$ cat config.mk
export PLATFORM = sky130hd
export DESIGN_NAME = ilut_regs
export DESIGN_NICKNAME = d
export VERILOG_FILES = /design/src/assert_macros.svh /design/src/ilut_pkg.sv /design/src/ilut_regs.sv
export SDC_FILE = /design/constraint.sdc
export NUM_CORES = 1
export LEC_CHECK = 0
export BUFFER_PORTS_ARGS = -buffer_cell sky130_fd_sc_hd__clkbuf_2
export CAP_MARGIN = 0
export CORE_UTILIZATION = 33
export CTS_CLUSTER_DIAMETER = 80
export CTS_CLUSTER_SIZE = 28
export DETAILED_ROUTE_END_ITERATION = 16
export MAX_ROUTING_LAYER = met4
export PLACE_DENSITY = 0.78
export SLEW_MARGIN = 15
export SYNTH_ARGS = -nofsm -noshare
export SYNTH_HDL_FRONTEND = slang
export SYNTH_SLANG_ARGS = --single-unit
$ cat constraint.sdc
create_clock -name clk -period 0.9 [get_ports clk]
set_input_delay 0.135 -clock clk [delete_from_list [all_inputs] [get_ports clk]]
set_output_delay 0.135 -clock clk [all_outputs]
set_load 0.02 [all_outputs]
$ cat src/assert_macros.svh
// Assertion macros for the interpolated table lookup modules.
`ifndef ASSERT_MACROS_SVH
`define ASSERT_MACROS_SVH
`ifndef SYNTHESIS
// Checked while out of reset.
`define ILUT_ASSERT(name, clk, rst, prop, msg) \
  name: assert property (@(posedge clk) disable iff (rst) prop) else $error(msg);
// Checked on every edge, reset included.
`define ILUT_ASSERT_ALWAYS(name, clk, prop, msg) \
  name: assert property (@(posedge clk) prop) else $error(msg);
`else
`define ILUT_ASSERT(name, clk, rst, prop, msg)
`define ILUT_ASSERT_ALWAYS(name, clk, prop, msg)
`endif
`endif

$ cat src/ilut_pkg.sv
// Shared types and constants of the interpolated table lookup unit.
package ilut_pkg;

  localparam int MAX_ENTRIES_DEF = 64;
  localparam int LEN_W = 7;
  localparam int DATA_W = 32;
  localparam int FRAC_W = 16;
  localparam int PADDR_W = 4;

  localparam logic signed [DATA_W-1:0] ONE_Q16 = 32'sh0001_0000;

  localparam logic CMD_WRITE = 1'b0;
  localparam logic CMD_LOOKUP = 1'b1;

  localparam logic [1:0] REG_TABLE_LENGTH = 2'd0;
  localparam logic [1:0] REG_CLAMP_MODE = 2'd1;
  localparam logic [1:0] REG_SNAP_MODE = 2'd2;

  typedef struct packed {
    logic [LEN_W-1:0] length;
    logic clamp;
    logic snap;
  } cfg_t;

  typedef struct packed {
    logic short_tab;
    logic [FRAC_W-1:0] frac;
    logic signed [DATA_W-1:0] a;
    logic signed [DATA_W-1:0] b;
  } pair_t;

endpackage

$ cat src/ilut_regs.sv
// Configuration registers behind the APB-style port.
module ilut_regs #(
  parameter int MAX_ENTRIES = ilut_pkg::MAX_ENTRIES_DEF
) (
  input  logic                         clk,
  input  logic                         rst,
  input  logic                         psel,
  input  logic                         penable,
  input  logic                         pwrite,
  input  logic [ilut_pkg::PADDR_W-1:0] paddr,
  input  logic [31:0]                  pwdata,
  output logic [31:0]                  prdata,
  output ilut_pkg::cfg_t               cfg
);

  logic [ilut_pkg::LEN_W-1:0] table_length;
  logic                       clamp_mode;
  logic                       snap_mode;
  logic                       wr_en;
  logic [1:0]                 reg_sel;

  assign wr_en = psel && penable && pwrite;
  assign reg_sel = paddr[3:2];

  always_ff @(posedge clk) begin
    if (rst) begin
      table_length <= '0;
      clamp_mode <= 1'b0;
      snap_mode <= 1'b0;
    end else if (wr_en) begin
      case (reg_sel)
        ilut_pkg::REG_TABLE_LENGTH: table_length <= pwdata[ilut_pkg::LEN_W-1:0];
        ilut_pkg::REG_CLAMP_MODE:   clamp_mode <= pwdata[0];
        ilut_pkg::REG_SNAP_MODE:    snap_mode <= pwdata[0];
        default: ;
      endcase
    end
  end

  always_comb begin
    case (reg_sel)
      ilut_pkg::REG_TABLE_LENGTH: prdata = {{(32-ilut_pkg::LEN_W){1'b0}}, table_length};
      ilut_pkg::REG_CLAMP_MODE:   prdata = {31'd0, clamp_mode};
      ilut_pkg::REG_SNAP_MODE:    prdata = {31'd0, snap_mode};
      default:                    prdata = 32'd0;
    endcase
  end

  // A length beyond the table depth is used as the depth.
  always_comb begin
    cfg.length = (32'(table_length) > MAX_ENTRIES) ? ilut_pkg::LEN_W'(MAX_ENTRIES)
                                                   : table_length;
    cfg.clamp = clamp_mode;
    cfg.snap = snap_mode;
  end

endmodule

==> metrics.cfg <==
[synth]
synthesis.area_sq_um = 727
synth_cell_types = 14
synthCells = 84
async_flop_share_pct = 0
ys_top_cells_by_area = buf_4, dfxtp_1, mux2i_1
synth_top_area_share_pct = 27.9
synth.avg_cell_area_sq_um = 8.65
ys_ff_latch = 9
synth_edf_count = 0
ys_seq_area_share_pct = 24.8
yosysTopAreaCell = buf_4
yosysWarnings = 0
synth-main-ff-cell = dfxtp_1

[hold_path]
hold_start = pwdata[4]
hp-class = in2reg
min_to = table_length[4]
holdPathStages = 3

[global_routing]
overflow = 0
use_met3_pct = 1.56
use_met2_pct = 19.2
antenna_found_initial = 0
grt_most_used_layer = met2
grt_max_degree = 17
first_global_vias = 487
grt_pass1_wl_mm = 1.97
grt_usage_pct = 11.2
use_met1_pct = 11.4

[final_layout]
final_cell_mix = conb_1, nand2b_1, clkbuf_2
syn2layout_area_growth_pct = 39.6
diodes = 0
nNetsFinal = 163
nFillCells = 194
layout_commonest_cell = conb_1
design_area_sq_um = 1010
final_util_pct = 50.2
finalNonFillerCells = 148
layout-drive-gt1-share_pct = 48.8

[route]
drt_pass1_iterations = 3
vias_per_cell = 4.01
vias = 593
wire_per_inst_um = 8.82
ant_nets = 0
drc = 0
routed_wirelength_mm = 1.31
drtIter0Drc = 2

[cts]
ctsLongestPathBuffers = 2
cts_made_buffers = 3
insertion_delay_ns = 0.25
path_clk_slew_ns = 0.06
root_buffer = clkbuf_4
cts_sinks = 9
cts_max_level = 1
cts_tree = done

[setup_path]
crit_type = reg2out
worstSetupEndpointType = output port
cp_data_required_time_ns = 0.76
rrSetupSlack_ns = 0.17
reg2reg_depth = 3
r2r-start = table_length[6]
start_kind = register
r2r-end = table_length[6]
crit_arrival_ns = 0.98
worstPathMaxFanout = 5

[pwr]
power_density_nw_per_um2 = 913
p_sw_uw = 282
pwr-share-clk_pct = 32.5
power_leakage_uw = 0.000490
internal_power_uw = 645
p_seq_share_pct = 44.1
p_sw_share_pct = 30.5
p_comb_share_pct = 23.4
irDropWorstVdd_v = 0.000787

[floorplan]
dieWidth_um = 48.9
die_h_um = 48.9
coreArea_sq_um = 2020
initial_core_util_pct = 36.0
io_pins = 82
rows = 16
dieArea_sq_um = 2390

[timing]
finClkSkew_ns = 0
finalMaxSlewViolations = 0
setup_slack_ns = -0.217
max_freq_mhz = 896
report.final.setup_viol = 14
finalHoldViolCount = 0
rsz0062_at_grt = true
period_needed_ns = 1.12
fin_crit_sh_pct = 124

[flow_run]
maxCapViolations = 0

[outcome]
violations = setup timing
status = finished, violations left

[placement]
io_buffers = 29
dpl.hpwl_mm = 1.00
place_area_sq_um = 836
gp_congestion = 0.693
dp_cells = 140

-- routing by layer --
metal | vias to the layer above | part of all wire [%]
li1 | 291 | -
met1 | 263 | 38
met2 | 37 | 53
met3 | 2 | 7.1
met4 | 0 | 0.92
met5 | - | 0
-- kinds of logic (layout without fill, tap and decap cells) --
kind of cell | after synthesis | count (layout) | synth area share, %
simple gates | 34 | 34 | 31.3
other cells | 1 | 25 | 0.516
buf+inv | 29 | 42 | 28.9
compound gates | 1 | 1 | 0.688
flops | 9 | 9 | 24.8
mux | 10 | 10 | 13.8
-- Yosys cell counts (2+ instances only) --
| master | n |
|---|---|
| mux2i_1 | 10 |
| and2_1 | 6 |
| buf_4 | 27 |
| nor3b_1 | 2 |
| nand2b_1 | 16 |
| clkbuf_1 | 2 |
| nor2b_1 | 6 |
| dfxtp_1 | 9 |
-- worst max-delay path by stage --
| stage | from | endpoint | slack [ns] | depth (start not counted) |
|---|---|---|---|---|
| after global routing | snap_mode | prdata[0] | -0.27 | 3 |
| after floorplan | snap_mode | prdata[0] | 0.05 | 2 |
| after global placement | paddr[3] | prdata[3] | -0.04 | 5 |
| after detailed placement | pwrite | table_length[3] | -0.06 | 5 |
| after CTS | table_length[6] | cfg[7] | -0.25 | 3 |
| final | table_length[6] | cfg[7] | -0.22 | 3 |
-- worst max-delay path: stages, from the launching register on --
cell and delay, ns:
dfxtp_2 0.34, buf_6 0.13, nor2b_2 0.11, buf_4 0.14
-- power by group through the flow --
stage / Sequential [uW] / Combinational, uW / Clock, uW
global route: 409 / 234 / 345
finish: 409 / 217 / 301
global placement: 416 / 202 / 0
CTS: 409 / 213 / 316
detailed placement: 416 / 204 / 0
floorplan: 415 / 228 / 0
-- registers in the layout, indices dropped and copies added, names as in the netlist --
name	count
snap_mode	1
table_length	7
clamp_mode	1
-- layout make-up --
type / instances / area (sq um) / area share (%)
Sequential cell: 9 / 191 / 18.9
Timing Repair Buffer: 38 / 319 / 31.4
Clock buffer: 4 / 26.3 / 2.59
Tap cell: 27 / 33.8 / 3.33
Multi-Input combinational cell: 70 / 444 / 43.8
-- timing repair --
action                                 CTS  global route
setup endpoints to repair               16            16
resized for setup                       35            18
hold buffers                             0             0
buffers inserted                         2             2
gates cloned                             0             0
endpoints found under the hold margin    0             0
-- per-stage QoR --
step | worst slack (ns) | setup TNS (ns) | power, uW | hold WS (ns)
2_1_floorplan | 0.0455 | 0 | 643 | 0.290
3_3_place_gp | -0.0397 | -0.230 | 618 | 0.380
3_5_place_dp | -0.0557 | -0.431 | 621 | 0.391
4_1_cts | -0.249 | -2.35 | 938 | 0.103
5_1_grt | -0.270 | -2.62 | 988 | 0.103
6_report | -0.217 | -1.91 | 927 | 0.112
(Power assumes the default switching activity.)
