**config.mk**
```make
export PLATFORM = sky130hd
export DESIGN_NAME = ilut_lerp
export DESIGN_NICKNAME = d
export VERILOG_FILES = /design/src/ilut_pkg.sv /design/src/ilut_lerp.sv
export VERILOG_INCLUDE_DIRS = /design/src /design/src/src
export SDC_FILE = /design/constraint.sdc
export NUM_CORES = 2
export LEC_CHECK = 0
export ABC_CLOCK_PERIOD_IN_PS = 17240
export BUFFER_PORTS_ARGS = -buffer_cell sky130_fd_sc_hd__buf_2
export CELL_PAD_IN_SITES_DETAIL_PLACEMENT = 0
export CELL_PAD_IN_SITES_GLOBAL_PLACEMENT = 1
export CORE_ASPECT_RATIO = 1.25
export CORE_UTILIZATION = 54
export CTS_CLUSTER_DIAMETER = 30
export CTS_CLUSTER_SIZE = 8
export DETAILED_ROUTE_END_ITERATION = 10
export MAX_ROUTING_LAYER = met4
export PLACE_DENSITY = 0.85
export RECOVER_POWER = 100
export SYNTH_ARGS = -nofsm -noshare
export SYNTH_HDL_FRONTEND = slang
export SYNTH_SLANG_ARGS = --single-unit
export TNS_END_PERCENT = 5
```
**constraint.sdc**
```tcl
create_clock -name clk -period 17.24 [get_ports clk]
set_clock_uncertainty 0.1 [all_clocks]
set_input_delay 1.724 -clock clk [delete_from_list [all_inputs] [get_ports clk]]
set_output_delay 1.724 -clock clk [all_outputs]
set_load 0.1 [all_outputs]
```
**src/assert_macros.svh**
```systemverilog
// Assertion macros for the interpolated table lookup modules.
`ifndef ASSERT_MACROS_SVH
`define ASSERT_MACROS_SVH
`ifndef SYNTHESIS
// Checked while out of reset.
`define ILUT_ASSERT(name, clk, rst, prop, msg) \
  name: assert property (@(posedge clk) disable iff (rst) prop) else $error(msg);
// Checked on every edge, reset included.
`define ILUT_ASSERT_ALWAYS(name, clk, prop, msg) \
  name: assert property (@(posedge clk) prop) else $error(msg);
`else
`define ILUT_ASSERT(name, clk, rst, prop, msg)
`define ILUT_ASSERT_ALWAYS(name, clk, prop, msg)
`endif
`endif

```
**src/ilut_pkg.sv**
```systemverilog
// Shared types and constants of the interpolated table lookup unit.
package ilut_pkg;

  localparam int MAX_ENTRIES_DEF = 64;
  localparam int LEN_W = 7;
  localparam int DATA_W = 32;
  localparam int FRAC_W = 16;
  localparam int PADDR_W = 4;

  localparam logic signed [DATA_W-1:0] ONE_Q16 = 32'sh0001_0000;

  localparam logic CMD_WRITE = 1'b0;
  localparam logic CMD_LOOKUP = 1'b1;

  localparam logic [1:0] REG_TABLE_LENGTH = 2'd0;
  localparam logic [1:0] REG_CLAMP_MODE = 2'd1;
  localparam logic [1:0] REG_SNAP_MODE = 2'd2;

  typedef struct packed {
    logic [LEN_W-1:0] length;
    logic clamp;
    logic snap;
  } cfg_t;

  typedef struct packed {
    logic short_tab;
    logic [FRAC_W-1:0] frac;
    logic signed [DATA_W-1:0] a;
    logic signed [DATA_W-1:0] b;
  } pair_t;

endpackage

```
**src/ilut_lerp.sv**
```systemverilog
// Linear interpolation between two samples (three pipeline stages).
`include "assert_macros.svh"
module ilut_lerp (
  input  logic                               clk,
  input  logic                               rst,
  input  logic                               pair_valid,
  input  ilut_pkg::pair_t                    pair,
  output logic                               result_valid,
  output logic signed [ilut_pkg::DATA_W-1:0] result_value
);

  localparam int DW = ilut_pkg::DATA_W;
  localparam int FW = ilut_pkg::FRAC_W;
  localparam int PW = DW + 1 + FW + 1;

  // Stage 3: difference of the two samples.
  logic                 v3;
  logic signed [DW:0]   diff3;
  logic signed [DW-1:0] a3;
  logic [FW-1:0]        f3;
  logic                 short3;

  always_ff @(posedge clk) begin
    if (rst) begin
      v3 <= 1'b0;
    end else begin
      v3 <= pair_valid;
    end
  end

  always_ff @(posedge clk) begin
    diff3 <= {pair.b[DW-1], pair.b} - {pair.a[DW-1], pair.a};
    a3 <= pair.a;
    f3 <= pair.frac;
    short3 <= pair.short_tab;
  end

  // Stage 4: weight the difference by the fraction.
  logic                 v4;
  logic signed [PW-1:0] prod4;
  logic signed [DW-1:0] a4;
  logic                 short4;

  always_ff @(posedge clk) begin
    if (rst) begin
      v4 <= 1'b0;
    end else begin
      v4 <= v3;
    end
  end

  always_ff @(posedge clk) begin
    prod4 <= PW'(diff3 * $signed({1'b0, f3}));
    a4 <= a3;
    short4 <= short3;
  end

  // Stage 5: dropping the low bits of a signed product floors it.
  logic signed [PW-FW-1:0] sum5;

  assign sum5 = {{(PW-FW-DW){a4[DW-1]}}, a4} + prod4[PW-1:FW];

  always_ff @(posedge clk) begin
    if (rst) begin
      result_valid <= 1'b0;
    end else begin
      result_valid <= v4;
    end
  end

  always_ff @(posedge clk) begin
    result_value <= short4 ? ilut_pkg::ONE_Q16 : sum5[DW-1:0];
  end

  `ILUT_ASSERT(a_stage_advance, clk, rst, v3 |=> v4, "pipeline lost a lookup")
  `ILUT_ASSERT(a_result_source, clk, rst, result_valid |-> $past(v4), "result without lookup")
  `ILUT_ASSERT_ALWAYS(a_reset_flush, clk, rst |=> (!result_valid && !v4 && !v3),
                      "pipeline not flushed by reset")

endmodule
```
==> run summary <==
STATUS
-------------------------------------------------------------------------------------------------
Outcome                                                                              finished with violations
Failing checks                                                                       design-rule violations, max-capacitance violations, max-slew violations

CLOCK TREE
-------------------------------------------------------------------------------------------------
Number of levels in the clock H-tree                                                            4
Clock latency at the later pin of the worst-skew pair                                      460 ps
CTS sink count                                                                                182
Maximum count of clock buffers along a single path                                              2
CTS tree                                                                                      yes
Total CTS buffers                                                                              17
Clk Tree Root Cell                                                                   sky130_fd_sc_hd__clkbuf_16
Number of buffers inserted to repair setup after CTS                                            0
Clock slew at the register clock pins of the worst setup and hold paths                     80 ps
CTS hold repair buffers                                                                         0
Post-CTS sizing                                                                                 0

DRT
-------------------------------------------------------------------------------------------------
Number of vias after detailed routing                                                       17741
Number of detailed-routing iterations run before antenna repair                                 8
Met1 Wirelength                                                                      22300 microns
WL met2                                                                              33000 microns
Antenna Nets Post-Route                                                                         0
Detailed Route Iter0 Violations                                                               894
Highest routing layer actually used                                                          met4
Drc violations                                                                                  4
Average routed wire per standard cell                                                18.7 microns
Ratio of routed vias to standard cells                                                       5.38
WL final                                                                             61500 microns
Routed length on met3                                                                2560 microns

GRT
-------------------------------------------------------------------------------------------------
Total track usage                                                                           0.299
Antenna violations before repair                                                                0
Total congestion overflow after global routing                                                  0
Via count of the first global-routing pass                                                  19812
Maximum number of pins on one net before global-route repair                                   38
Wire length of the first global-routing pass                                         101000 microns

FLOORPLANNING
-------------------------------------------------------------------------------------------------
Die width                                                                             193 microns
Starting utilization of the core area                                                       0.552
Area of the placeable core                                                           0.0444 sq mm
Vertical die dimension                                                                240 microns
Number of rows created at floorplan                                                            86
Ports placed on the boundary                                                                  117
Area of the die                                                                      0.0463 sq mm

PLACE
-------------------------------------------------------------------------------------------------
Port Buffer Count                                                                             116
Detailed-placement wirelength estimate                                               47900 microns
Weighted congestion reported at the end of routability-driven placement                     0.907

FLOW RUN
-------------------------------------------------------------------------------------------------
Maximum Capacitance Violations                                                                  2

YOSYS
-------------------------------------------------------------------------------------------------
Proportion of synthesized flip-flops having asynchronous set or reset                           0
Register bit total from synthesis                                                             182
Area contributors post-synth                                                         sky130_fd_sc_hd__fa_1 40%, sky130_fd_sc_hd__dfxtp_1 15%, sky130_fd_sc_hd__inv_1 9.4%
Yosys warnings                                                                                  0
Number of synthesized flops with an enable pin                                                  0
Post-synth net total                                                                         3401
Sequential cell area fraction in the yosys report                                           0.149
Synth cell count leaders                                                             613 x sky130_fd_sc_hd__inv_1, 491 x sky130_fd_sc_hd__fa_1, 330 x sky130_fd_sc_hd__nand2_1
Synth Instances                                                                              2651
Fraction of synthesized cell area taken by the top area cell type                           0.401
Syn Area/Cell                                                                          9.25 sq um
Number of distinct library cell variants in the gate-level netlist after synthesis             73
Top-count cell post-synth                                                            sky130_fd_sc_hd__inv_1
Mapped cell area                                                                     0.0245 sq mm
Commonest register cell after synthesis                                              sky130_fd_sc_hd__dfxtp_1
Cell type with the largest total area after synthesis                                sky130_fd_sc_hd__fa_1

STA
-------------------------------------------------------------------------------------------------
Slew Limit Headroom                                                                        -0.117
Final period util                                                                           0.458
Total count of max-transition violations in the final report                                   72
Number of setup violations in the final report                                                  0
Achievable clock frequency                                                                127 MHz
Fin Setup TNS                                                                                0 ps
Count of final hold-check violations                                                            0
Transition time at the pin with the least slew margin                                     1680 ps
Unrepaired setup endpoints after global routing                                                no
Min Clock Period, post-route                                                              7890 ps

SETUP PATH
-------------------------------------------------------------------------------------------------
Sort of element at the end of the critical path                                              flop
Required time of the critical path                                                       17530 ps
Data arrival time of the worst path                                                       8180 ps
Max FO, Critical Path                                                                          33
CP Class                                                                               reg -> reg
Crit path launch type                                                                        flop

CELLS AND AREA
-------------------------------------------------------------------------------------------------
Number of filler cells placed in the layout                                                  4004
Area growth from synthesis to layout                                                        6.25%
Fraction of final layout cells sized beyond drive strength 1                               0.0455
Layout net count                                                                             3461
Antenna fix cells                                                                               0

HOLD PATH
-------------------------------------------------------------------------------------------------
Min-delay worst type                                                                   reg -> reg

==> worst max-delay path, stage by stage (launching register included) <==
cell,delay (ps)
sky130_fd_sc_hd__dfxtp_1,1440
sky130_fd_sc_hd__nand2_1,200
sky130_fd_sc_hd__fa_1,530
sky130_fd_sc_hd__fa_1,510
sky130_fd_sc_hd__fa_1,510
sky130_fd_sc_hd__inv_1,50
sky130_fd_sc_hd__fa_1,550
sky130_fd_sc_hd__fa_1,450
sky130_fd_sc_hd__fa_1,530
sky130_fd_sc_hd__ha_1,360
sky130_fd_sc_hd__a211oi_1,310
sky130_fd_sc_hd__o21ai_0,200
sky130_fd_sc_hd__a32oi_1,260
sky130_fd_sc_hd__o31ai_2,100
sky130_fd_sc_hd__clkbuf_1,220
sky130_fd_sc_hd__a41oi_1,540
sky130_fd_sc_hd__o21ai_0,300
sky130_fd_sc_hd__a31o_2,330
sky130_fd_sc_hd__a21oi_1,180
sky130_fd_sc_hd__xnor2_1,130
==> metal layers <==
| layer | up-vias | GRT usage |
|---|---|---|
| li1 | 8035 | - |
| met1 | 9000 | 0.320 |
| met2 | 523 | 0.537 |
| met3 | 183 | 0.0302 |
| met4 | 0 | 0.166 |
| met5 | - | - |
==> stage by stage <==
stage	cells	hold WS [ps]	setup WS (ps)	instance area, sq um	util
floorplan	2651	210	11180	24500	-
global placement	3264	210	10250	25600	0.576
detailed placement	3264	212	10140	25600	0.576
CTS	3295	222	10110	26200	0.589
global route	3295	230	8980	26000	0.586
finish	3295	221	9350	26000	0.586
==> placed cells by master, fill, tap and decap left out, types with 20 or more instances in the layout <==
| cell | n |
|---|---|
| sky130_fd_sc_hd__ha_1 | 175 |
| sky130_fd_sc_hd__nor2_1 | 69 |
| sky130_fd_sc_hd__nand3_1 | 20 |
| sky130_fd_sc_hd__xor2_1 | 28 |
| sky130_fd_sc_hd__and2_1 | 233 |
| sky130_fd_sc_hd__inv_1 | 613 |
| sky130_fd_sc_hd__nor3_1 | 24 |
| sky130_fd_sc_hd__xnor2_1 | 62 |
| sky130_fd_sc_hd__buf_2 | 59 |
| sky130_fd_sc_hd__dfxtp_1 | 178 |
| sky130_fd_sc_hd__nand2_1 | 330 |
| sky130_fd_sc_hd__clkbuf_1 | 59 |
| sky130_fd_sc_hd__fa_1 | 491 |
| sky130_fd_sc_hd__o21ai_0 | 50 |
| sky130_fd_sc_hd__a21oi_1 | 85 |
| sky130_fd_sc_hd__a21o_1 | 30 |
==> registers in the layout (all words and copies together) (netlist names) <==
name and cells:
a3 32, a4 32, diff3 33, f3 16, prod4 32, result_valid 1
result_value 32, short3 1, short4 1, v3 1, v4 1
==> worst paths after layout <==
| kind | from | depth (start not counted) | slack [ps] | end |
|---|---|---|---|---|
| setup / recovery | f3[4]$_DFF_P_ | 19 | 9350 | prod4[42]$_DFF_P_ |
| hold reg to reg | a3[4]$_DFF_P_ | 0 | 220 | a4[4]$_DFF_P_ |
| hold / removal | a3[4]$_DFF_P_ | 0 | 220 | a4[4]$_DFF_P_ |
| setup reg to reg | f3[4]$_DFF_P_ | 19 | 9350 | prod4[42]$_DFF_P_ |
==> final cells by class <==
cell class	count	area (sq um)	area share
multi-input combinational	1764	18200	0.697
sequential	182	3650	0.140
inverter	613	2300	0.0883
tap	572	716	0.0275
timing repair buffer	133	629	0.0242
clock buffer	18	439	0.0169
clock inverter	13	159	0.00610
==> cell families after synthesis <==
group | synth area share
XOR/XNOR | 0.0322
multiplexers | 0.00179
AO/OA/AOI/OAI | 0.0664
adder cells (fa/ha/maj) | 0.490
buffers and inverters | 0.108
AND/OR/NAND/NOR | 0.153
flip-flops | 0.149
Power is not shown: default switching activity piles up to over one toggle a cycle in this logic, so the estimate is an artifact.
